$ cat src/vdifpp_pkg.sv
package vdifpp_pkg;

	// field and register widths
	localparam int FRAME_W  = 24;
	localparam int THREAD_W = 10;
	localparam int FPP_W    = 16;
	localparam int TPB_W    = 27;
	localparam int ADDR_W   = 40;
	localparam int HDR_W    = 15;
	localparam int CFG_W    = 27;
	localparam int CFG_IDX_W = 1;

	// configuration register indexes
	localparam logic [CFG_IDX_W-1:0] CFG_FRAMES_PER_PAGE   = 1'd0;
	localparam logic [CFG_IDX_W-1:0] CFG_THREAD_PAGE_BYTES = 1'd1;

	// configuration reset values
	localparam logic [FPP_W-1:0] FPP_RESET = 16'd1;
	localparam logic [TPB_W-1:0] TPB_RESET = 27'd1280;

	// divider: one quotient bit per cycle
	localparam int DIV_STEPS = FRAME_W;
	localparam int DIV_CNT_W = $clog2(DIV_STEPS);
	localparam logic [DIV_CNT_W-1:0] DIV_LAST = DIV_CNT_W'(DIV_STEPS - 1);

	typedef enum logic [1:0] {
		ST_IDLE,
		ST_DIV,
		ST_MUL,
		ST_COMMIT
	} state_t;

	// controller to datapath
	typedef struct packed {
		logic load;
		logic div_step;
		logic mul;
		logic commit;
	} dp_cmd_t;

	// datapath to controller
	typedef struct packed {
		logic div_last;
		logic out_free;
	} dp_status_t;

endpackage

$ cat src/vdif_frame_page_placement_core.sv
// channel   direction  handshake            beat
// in        input      in_valid/in_stall    frame_number, thread_field
// out       output     out_valid/out_stall  payload_address, header_address,
//                                           page_bit, page_flip, thread_invalid
// cfg       input      cfg_we               cfg_index, cfg_data
//
// one frame header at a time: accept, a divider step per frame-number bit, product, commit
// the throughput is set by the bit-serial divider, one quotient bit per cycle
// a stalled result holds the commit step; the input stays stalled meanwhile
// arst_n clears the controller, the page memory and the result valid
// configuration resets to one frame per page and 1280 bytes per thread page
module vdif_frame_page_placement_core #(
	parameter int THREAD_COUNT  = 4,
	parameter int PAYLOAD_BYTES = 1280,
	parameter int HEADER_BYTES  = 32
) (
	input  logic                              clk,
	input  logic                              arst_n,
	input  logic                              cfg_we,
	input  logic [vdifpp_pkg::CFG_IDX_W-1:0]  cfg_index,
	input  logic [vdifpp_pkg::CFG_W-1:0]      cfg_data,
	input  logic                              in_valid,
	output logic                              in_stall,
	input  logic [vdifpp_pkg::FRAME_W-1:0]    frame_number,
	input  logic [vdifpp_pkg::THREAD_W-1:0]   thread_field,
	output logic                              out_valid,
	input  logic                              out_stall,
	output logic [vdifpp_pkg::ADDR_W-1:0]     payload_address,
	output logic [vdifpp_pkg::HDR_W-1:0]      header_address,
	output logic                              page_bit,
	output logic                              page_flip,
	output logic                              thread_invalid
);

	vdifpp_pkg::dp_cmd_t    cmd;
	vdifpp_pkg::dp_status_t status;

	// sequencer
	vdifpp_ctrl u_ctrl (
		.clk      (clk),
		.arst_n   (arst_n),
		.in_valid (in_valid),
		.in_stall (in_stall),
		.status   (status),
		.cmd      (cmd)
	);

	// divider, address arithmetic and result register
	vdifpp_datapath #(
		.THREAD_COUNT  (THREAD_COUNT),
		.PAYLOAD_BYTES (PAYLOAD_BYTES),
		.HEADER_BYTES  (HEADER_BYTES)
	) u_datapath (
		.clk             (clk),
		.arst_n          (arst_n),
		.cmd             (cmd),
		.status          (status),
		.cfg_we          (cfg_we),
		.cfg_index       (cfg_index),
		.cfg_data        (cfg_data),
		.frame_number    (frame_number),
		.thread_field    (thread_field),
		.out_valid       (out_valid),
		.out_stall       (out_stall),
		.payload_address (payload_address),
		.header_address  (header_address),
		.page_bit        (page_bit),
		.page_flip       (page_flip),
		.thread_invalid  (thread_invalid)
	);

	// an accepted beat keeps the input side busy for the next cycle
	a_busy_after_accept: assert property (@(posedge clk) disable iff (!arst_n)
		in_valid && !in_stall |=> in_stall)
		else $error("input taken again straight after a beat");

	// a dropped frame never flips the page
	a_no_flip_when_invalid: assert property (@(posedge clk) disable iff (!arst_n)
		out_valid |-> !(page_flip && thread_invalid))
		else $error("page flip on an invalid thread");

	// a dropped frame carries zero addresses
	a_zero_addr_when_invalid: assert property (@(posedge clk) disable iff (!arst_n)
		out_valid && thread_invalid |-> payload_address == '0 && header_address == '0)
		else $error("non-zero address on an invalid thread");

	// a commit only happens with room in the result register
	a_commit_has_room: assert property (@(posedge clk) disable iff (!arst_n)
		cmd.commit |-> (!out_valid || !out_stall))
		else $error("result overwritten while stalled");

endmodule

$ cat src/vdifpp_ctrl.sv
module vdifpp_ctrl (
	input  logic                  clk,
	input  logic                  arst_n,
	input  logic                  in_valid,
	output logic                  in_stall,
	input  vdifpp_pkg::dp_status_t status,
	output vdifpp_pkg::dp_cmd_t    cmd
);

	vdifpp_pkg::state_t state_q;
	vdifpp_pkg::state_t state_d;

	// state register
	always_ff @(posedge clk or negedge arst_n) begin
		if (!arst_n) begin
			state_q <= vdifpp_pkg::ST_IDLE;
		end else begin
			state_q <= state_d;
		end
	end

	// next state and commands
	always_comb begin
		state_d      = state_q;
		cmd          = '0;
		in_stall     = 1'b1;
		unique case (state_q)
			vdifpp_pkg::ST_IDLE: begin
				in_stall = 1'b0;
				if (in_valid) begin
					cmd.load = 1'b1;
					state_d  = vdifpp_pkg::ST_DIV;
				end
			end
			vdifpp_pkg::ST_DIV: begin
				cmd.div_step = 1'b1;
				if (status.div_last) begin
					state_d = vdifpp_pkg::ST_MUL;
				end
			end
			vdifpp_pkg::ST_MUL: begin
				cmd.mul = 1'b1;
				state_d = vdifpp_pkg::ST_COMMIT;
			end
			vdifpp_pkg::ST_COMMIT: begin
				// hold until the result register can take the beat
				if (status.out_free) begin
					cmd.commit = 1'b1;
					state_d    = vdifpp_pkg::ST_IDLE;
				end
			end
			default: begin
				state_d = vdifpp_pkg::ST_IDLE;
			end
		endcase
	end

endmodule

$ cat src/vdifpp_datapath.sv
module vdifpp_datapath #(
	parameter int THREAD_COUNT  = 4,
	parameter int PAYLOAD_BYTES = 1280,
	parameter int HEADER_BYTES  = 32
) (
	input  logic                                  clk,
	input  logic                                  arst_n,
	input  vdifpp_pkg::dp_cmd_t                   cmd,
	output vdifpp_pkg::dp_status_t                status,
	input  logic                                  cfg_we,
	input  logic [vdifpp_pkg::CFG_IDX_W-1:0]      cfg_index,
	input  logic [vdifpp_pkg::CFG_W-1:0]          cfg_data,
	input  logic [vdifpp_pkg::FRAME_W-1:0]        frame_number,
	input  logic [vdifpp_pkg::THREAD_W-1:0]       thread_field,
	output logic                                  out_valid,
	input  logic                                  out_stall,
	output logic [vdifpp_pkg::ADDR_W-1:0]         payload_address,
	output logic [vdifpp_pkg::HDR_W-1:0]          header_address,
	output logic                                  page_bit,
	output logic                                  page_flip,
	output logic                                  thread_invalid
);

	localparam int FPP_W   = vdifpp_pkg::FPP_W;
	localparam int TPB_W   = vdifpp_pkg::TPB_W;
	localparam int IDX_W   = $clog2(2 * THREAD_COUNT);
	localparam int PB_W    = $clog2(PAYLOAD_BYTES + 1);
	localparam int PPROD_W = IDX_W + TPB_W;
	localparam int SPROD_W = FPP_W + PB_W;

	logic [FPP_W-1:0]                     fpp_q;
	logic [TPB_W-1:0]                     tpb_q;
	logic [vdifpp_pkg::FRAME_W-1:0]       dividend_q;
	logic [FPP_W-1:0]                     rem_q;
	logic [vdifpp_pkg::DIV_CNT_W-1:0]     cnt_q;
	logic                                 qlsb_q;
	logic [vdifpp_pkg::THREAD_W-1:0]      field_q;
	logic [PPROD_W-1:0]                   pprod_s1;
	logic [SPROD_W-1:0]                   sprod_s1;
	logic [vdifpp_pkg::HDR_W-1:0]         hdr_s1;
	logic                                 invalid_s1;
	logic                                 last_page_q;
	logic                                 primed_q;
	logic                                 out_valid_q;
	logic [vdifpp_pkg::ADDR_W-1:0]        payload_q;
	logic [vdifpp_pkg::HDR_W-1:0]         header_q;
	logic                                 page_q;
	logic                                 flip_q;
	logic                                 invalid_q;

	logic [FPP_W-1:0]                     divisor;
	logic [FPP_W:0]                       rem_shift;
	logic                                 rem_ge;
	logic [FPP_W:0]                       rem_sub;
	logic [vdifpp_pkg::THREAD_W-1:0]      thread_idx;
	logic [IDX_W-1:0]                     row_idx;
	logic                                 invalid_c;

	// configuration registers
	always_ff @(posedge clk or negedge arst_n) begin
		if (!arst_n) begin
			fpp_q <= vdifpp_pkg::FPP_RESET;
			tpb_q <= vdifpp_pkg::TPB_RESET;
		end else if (cfg_we) begin
			unique case (cfg_index)
				vdifpp_pkg::CFG_FRAMES_PER_PAGE:   fpp_q <= cfg_data[FPP_W-1:0];
				vdifpp_pkg::CFG_THREAD_PAGE_BYTES: tpb_q <= cfg_data[TPB_W-1:0];
				default: begin
				end
			endcase
		end
	end

	// restoring divider step, a zero divisor counts as one
	assign divisor   = (fpp_q == '0) ? FPP_W'(1) : fpp_q;
	assign rem_shift = {rem_q, dividend_q[vdifpp_pkg::FRAME_W-1]};
	assign rem_ge    = rem_shift >= {1'b0, divisor};
	assign rem_sub   = rem_shift - {1'b0, divisor};

	always_ff @(posedge clk or negedge arst_n) begin
		if (!arst_n) begin
			cnt_q <= '0;
		end else if (cmd.load) begin
			cnt_q <= '0;
		end else if (cmd.div_step) begin
			cnt_q <= cnt_q + 1'b1;
		end
	end

	always_ff @(posedge clk) begin
		if (cmd.load) begin
			dividend_q <= frame_number;
			field_q    <= thread_field;
			rem_q      <= '0;
		end else if (cmd.div_step) begin
			dividend_q <= {dividend_q[vdifpp_pkg::FRAME_W-2:0], 1'b0};
			rem_q      <= rem_ge ? rem_sub[FPP_W-1:0] : rem_shift[FPP_W-1:0];
			qlsb_q     <= rem_ge;
		end
	end

	assign status.div_last = cnt_q == vdifpp_pkg::DIV_LAST;

	// thread index and row in the two-page store
	assign thread_idx = field_q - 1'b1;
	assign invalid_c  = (field_q == '0) ||
		({1'b0, field_q} > (vdifpp_pkg::THREAD_W + 1)'(THREAD_COUNT));
	assign row_idx    = IDX_W'(thread_idx) + (qlsb_q ? IDX_W'(THREAD_COUNT) : '0);

	// product stage
	always_ff @(posedge clk) begin
		if (cmd.mul) begin
			pprod_s1   <= PPROD_W'(row_idx) * PPROD_W'(tpb_q);
			sprod_s1   <= SPROD_W'(rem_q) * SPROD_W'(PAYLOAD_BYTES);
			hdr_s1     <= vdifpp_pkg::HDR_W'(thread_idx)
				* vdifpp_pkg::HDR_W'(HEADER_BYTES);
			invalid_s1 <= invalid_c;
		end
	end

	// page memory, left alone by a dropped frame
	always_ff @(posedge clk or negedge arst_n) begin
		if (!arst_n) begin
			last_page_q <= 1'b0;
			primed_q    <= 1'b0;
		end else if (cmd.commit && !invalid_s1) begin
			last_page_q <= qlsb_q;
			primed_q    <= 1'b1;
		end
	end

	// result register
	assign status.out_free = !out_valid_q || !out_stall;

	always_ff @(posedge clk or negedge arst_n) begin
		if (!arst_n) begin
			out_valid_q <= 1'b0;
		end else if (cmd.commit) begin
			out_valid_q <= 1'b1;
		end else if (!out_stall) begin
			out_valid_q <= 1'b0;
		end
	end

	always_ff @(posedge clk) begin
		if (cmd.commit) begin
			payload_q <= invalid_s1 ? '0 :
				vdifpp_pkg::ADDR_W'(pprod_s1) + vdifpp_pkg::ADDR_W'(sprod_s1);
			header_q  <= invalid_s1 ? '0 : hdr_s1;
			page_q    <= qlsb_q;
			flip_q    <= !invalid_s1 && primed_q && (qlsb_q != last_page_q);
			invalid_q <= invalid_s1;
		end
	end

	assign out_valid       = out_valid_q;
	assign payload_address = payload_q;
	assign header_address  = header_q;
	assign page_bit        = page_q;
	assign page_flip       = flip_q;
	assign thread_invalid  = invalid_q;

endmodule
$ cat config.mk
export PLATFORM = sky130hd
export DESIGN_NAME = vdif_frame_page_placement_core
export DESIGN_NICKNAME = d
export VERILOG_FILES = /design/src/vdifpp_pkg.sv /design/src/vdif_frame_page_placement_core.sv /design/src/vdifpp_ctrl.sv /design/src/vdifpp_datapath.sv
export SDC_FILE = /design/constraint.sdc
export NUM_CORES = 1
export LEC_CHECK = 0
export BUFFER_PORTS_ARGS = -buffer_cell sky130_fd_sc_hd__buf_2
export CORE_UTILIZATION = 40
export CTS_BUF_LIST = sky130_fd_sc_hd__clkbuf_4 sky130_fd_sc_hd__clkbuf_8 sky130_fd_sc_hd__clkbuf_16
export CTS_CLUSTER_SIZE = 40
export DETAILED_ROUTE_END_ITERATION = 10
export GPL_TIMING_DRIVEN = 0
export PLACE_DENSITY = 0.6
export SLEW_MARGIN = 40
export SYNTH_ARGS = -nofsm -noshare
export SYNTH_HDL_FRONTEND = slang
export SYNTH_SLANG_ARGS = --single-unit
$ cat constraint.sdc
create_clock -name clk -period 6.57 [get_ports clk]
set_clock_uncertainty 0.2 [all_clocks]
set_input_delay 0.9855 -clock clk [delete_from_list [all_inputs] [get_ports clk]]
set_output_delay 0.9855 -clock clk [all_outputs]
set_load 0.05 [all_outputs]
==> impl_results.md <==
- Status: finished, violations left
- Failing checks: design-rule violations
- Final period util: roughly 93%
- Yosys reg bits: 208
- Setup tns final: 0 ns
- Switch share: 42.5%
- CTS buffer count: 25
- Number of H-tree levels: 1
- Worst hold path startpoint: u_datapath.primed_q$_DFFE_PN0P_
- Post-CTS setup buffer count: 0
- Critical path type: flip-flop to flip-flop
- Hold Crit Class: flip-flop to flip-flop
- Detailed Route WL: 27.7 mm
- Clock Latency Late Sink: around 0.53 ns
- Cell Area, Synth: between 10000 and 15000 um2
- FF-to-FF End: u_datapath.pprod_s1[29]$_DFFE_PP_
- Area of the multi-input gates: 6340 um2
- Ys Warns: 0
- Chip width: around 180 um
- Mean area per synthesized cell: 10.2 um2
- Sequential Power Share: between 20 and 30%
- Register area: between 5000 and 6000 um2
- Grt total ovfl: 0
- Share of layout cells above drive strength 1: between 10% and 20%
- Die Ht: 180 um
- Drt wl/cell: ~15 um
- Dominant synthesized flop cell: edfxtp_1
- Final Wtd Congestion: 0.859
- Logic pwr share: 53.6%
- Slew @ Worst Pin: 0.701 ns
- Vias: about 9000
- Crit-path max cell delay: roughly 0.55 ns
- # IOs: roughly 130
- Distinct cells, synth: slightly below 70
- Initial antenna violation count: 0
- Endpoints failing setup: 0
- Sequential share of the synthesized area: 46.0%
- Initial Utilization: about 41%
- Clock power frac: between 10% and 20%
- R2R depth: 18
- Final hold viol count: 0
- CTS tree: yes
- Vias in the first global route: just over 9000
- Area delta synth->final: 16.4%
- Post-synth EDFFs: approximately 140
- Async set-reset flop share out of synthesis: roughly 25%
- Post-DR vias/cell: approximately 5.1
- First-pass GRT wire length: between 40 and 50 mm
- Worst vdd ir: approximately 0.28 mV
- PortBufs: 112
- Slowest stage cell, crit path: clkbuf_1
- Longest Clk Path Bufs: 3
- GRT Resource Usage Total: roughly 17%
- Max Cap Viol: 0
- Drc violations: 7
- TritonRoute pass-1 iters: 8
- Internal power: roughly 4.8 mW
- Nets: roughly 1600
- Pin count of the biggest net entering global routing: 54
- Max frequency: between 150 and 200 MHz
- Drt initial violations: about 500
- # diodes: 0
- Crit-path cells: clkinv_1, clkbuf_1, ha_1, xor2_1, xor2_4, clkbuf_1, nand2_1, fa_1, inv_1, ha_1, a21oi_1, nor2b_1, nor2_1, o21ai_0, and2_1, a311oi_2, a22oi_1, a311o_1
- RSZ-0062 raised after global routing: false
- Hold path depth: 1
- Hold Path Sink: u_datapath.primed_q$_DFFE_PN0P_
- Switching power: 3.57 mW
- Clk pin slew, worst setup/hold paths: roughly 0.060 ns
- PD cells: ~570 nW/um2
- RR Startpoint: u_datapath.field_q[0]$_DFFE_PP_
- # rows: 64
- Total clock sinks: 208
- CTS root buf: clkbuf_16
- Layout fillers: 2904
- Slew Viols, Final: 0
- Reg2Reg Setup Slack: 0.46 ns
- Mapped Cells: between 1000 and 1500
- Crit. End Element: flip-flop
- Floorplan Core Area: 30900 um2
- Startpoint Class: flip-flop
- Leak: roughly 6.7 nW
- Worst EP arrival: approximately 6.2 ns
- Die area: approximately 32000 um2
- Max FO, Critical Path: 12
- Hpwl dp: around 22 mm
- WP data required: 6.63 ns
- Min Tclk post-route: ~6.1 ns
- Post-layout util: a little under half
- Slew headroom: ~53%
- Number of nets with antenna violations after routing: 0
==> registers in the layout (all words and copies together), names as in the netlist, 16 cells and up <==
signal and flops:
u_datapath.sprod_s1 19, u_datapath.tpb_q 27, u_datapath.pprod_s1 30, u_datapath.fpp_q 16
u_datapath.payload_address 31, u_datapath.rem_q 16, u_datapath.dividend_q 24
==> worst max-delay path by stage <==
stage | from | to | slack, ns
after floorplan | u_datapath.field_q[0]$_DFFE_PP_ | u_datapath.pprod_s1[29]$_DFFE_PP_ | 1.46
after global placement | u_datapath.field_q[0]$_DFFE_PP_ | u_datapath.pprod_s1[29]$_DFFE_PP_ | 0.18
after detailed placement | u_datapath.field_q[0]$_DFFE_PP_ | u_datapath.pprod_s1[29]$_DFFE_PP_ | 0.13
after CTS | u_datapath.field_q[0]$_DFFE_PP_ | u_datapath.pprod_s1[29]$_DFFE_PP_ | 0.14
after global routing | u_datapath.field_q[0]$_DFFE_PP_ | u_datapath.pprod_s1[29]$_DFFE_PP_ | 0.08
final | u_datapath.field_q[0]$_DFFE_PP_ | u_datapath.pprod_s1[29]$_DFFE_PP_ | 0.46
==> final cells by class <==
cell class,count,share of cell area (%)
flip-flops and latches,208,39.5
inverters,96,2.44
clock inverters,14,1.49
repair buffers,114,4.09
multi-input cells,904,43.0
clock buffers,31,4.55
well taps,396,3.36
plain buffers,45,1.54
==> worst max-delay path, delay by kind of cell (launching register included) <==
kind / cells / cell delay [ns]
compound gates: 5 / 1.24
xor+xnor: 2 / 0.74
fa+ha+maj: 3 / 1.19
buf+inv: 4 / 1.24
flops: 1 / 0.49
simple gates: 4 / 0.73
==> stage by stage <==
stage               setup slack (ns)  hold slack [ns]  power [mW]  area, um2  cells
detailed placement             0.131            0.246        6.94      13800   1763
finish                         0.457            0.260        8.39      14700   1808
CTS                            0.143            0.267        8.47      14700   1808
global placement               0.178            0.244        6.84      13800   1761
floorplan                       1.46            0.224        5.84      12700   1253
global route                  0.0784            0.278        9.12      14700   1808
==> cells by family (layout without fill, tap and decap cells) <==
| logic type | count (synthesis) | after routing | share of synthesized area [%] |
|---|---|---|---|
| AOI/OAI and AO/OA | 247 | 247 | 12.2 |
| xor gates and xnor gates | 74 | 74 | 5.12 |
| DFF | 208 | 208 | 46.0 |
| other | 1 | 14 | 0.0296 |
| muxes | 36 | 36 | 3.14 |
| buffers and inverters | 141 | 300 | 4.60 |
| and+or+nand+nor | 404 | 404 | 14.4 |
| adders and majority gates | 129 | 129 | 14.5 |
==> timing repair <==
| action | in CTS | in global routing |
|---|---|---|
| hold buffers | 0 | 0 |
| endpoints found under the hold margin | 0 | 0 |
| setup endpoints to repair | 0 | 1 |
| resized for setup | 0 | 3 |
==> cells in the mapped netlist, types with 3 or more instances <==
cell type | n | area share (%)
nand2_1 | 207 | 6.1
edfxtp_1 | 139 | 33
ha_1 | 100 | 9.9
inv_1 | 93 | 2.8
a21oi_1 | 77 | 3.0
nor2_1 | 64 | 1.9
o21ai_0 | 62 | 2.4
dfrtp_1 | 50 | 9.9
xnor2_1 | 39 | 2.7
nor2b_1 | 38 | 1.9
xor2_1 | 35 | 2.4
a21o_1 | 30 | 1.8
mux2_2 | 30 | 2.7
clkbuf_1 | 29 | 0.86
fa_1 | 29 | 4.6
nand3_1 | 18 | 0.71
dfxtp_1 | 16 | 2.5
nor3_1 | 15 | 0.59
buf_4 | 14 | 0.83
nand2b_1 | 12 | 0.59
a31oi_1 | 11 | 0.54
nand4_1 | 10 | 0.49
and3_1 | 9 | 0.44
and2_1 | 8 | 0.40
o21bai_1 | 8 | 0.47
nor4_1 | 7 | 0.35
a211oi_1 | 6 | 0.36
mux2i_1 | 6 | 0.47
o211ai_1 | 6 | 0.36
o21a_1 | 6 | 0.36
o31ai_1 | 5 | 0.30
or2_2 | 5 | 0.25
a21boi_0 | 4 | 0.24
a221oi_1 | 3 | 0.21
a311o_1 | 3 | 0.24
dfstp_2 | 3 | 0.62
o31a_1 | 3 | 0.21
or3_1 | 3 | 0.15
==> routing by layer <==
layer / GRT usage (%) / part of all wire (%) / up-vias
met1: 23.6 / 47 / 4306
li1: - / - / 4634
met2: 29.2 / 47 / 177
met5: 0 / 0 / -
met3: 2.17 / 3.9 / 42
met4: 5.03 / 2.6 / 0
==> layout by cell type, fill, tap and decap left out, drive strengths merged, types with 35 or more instances in the layout <==
cell	n
buf	129
xor2	35
clkbuf	61
nor2b	38
ha	100
o21ai	63
a21oi	78
nand2	207
inv	95
nor2	64
edfxtp	139
xnor2	39
dfrtp	50
==> power by group through the flow <==
stage               sequential (mW)  combinational [mW]  clock (mW)
detailed placement             2.43                4.51           0
finish                         2.40                4.50        1.49
global route                   2.46                5.08        1.57
global placement               2.44                4.40           0
floorplan                      2.62                3.22           0
CTS                            2.40                4.53        1.53
No activity file was read; power rests on OpenSTA's default activity.
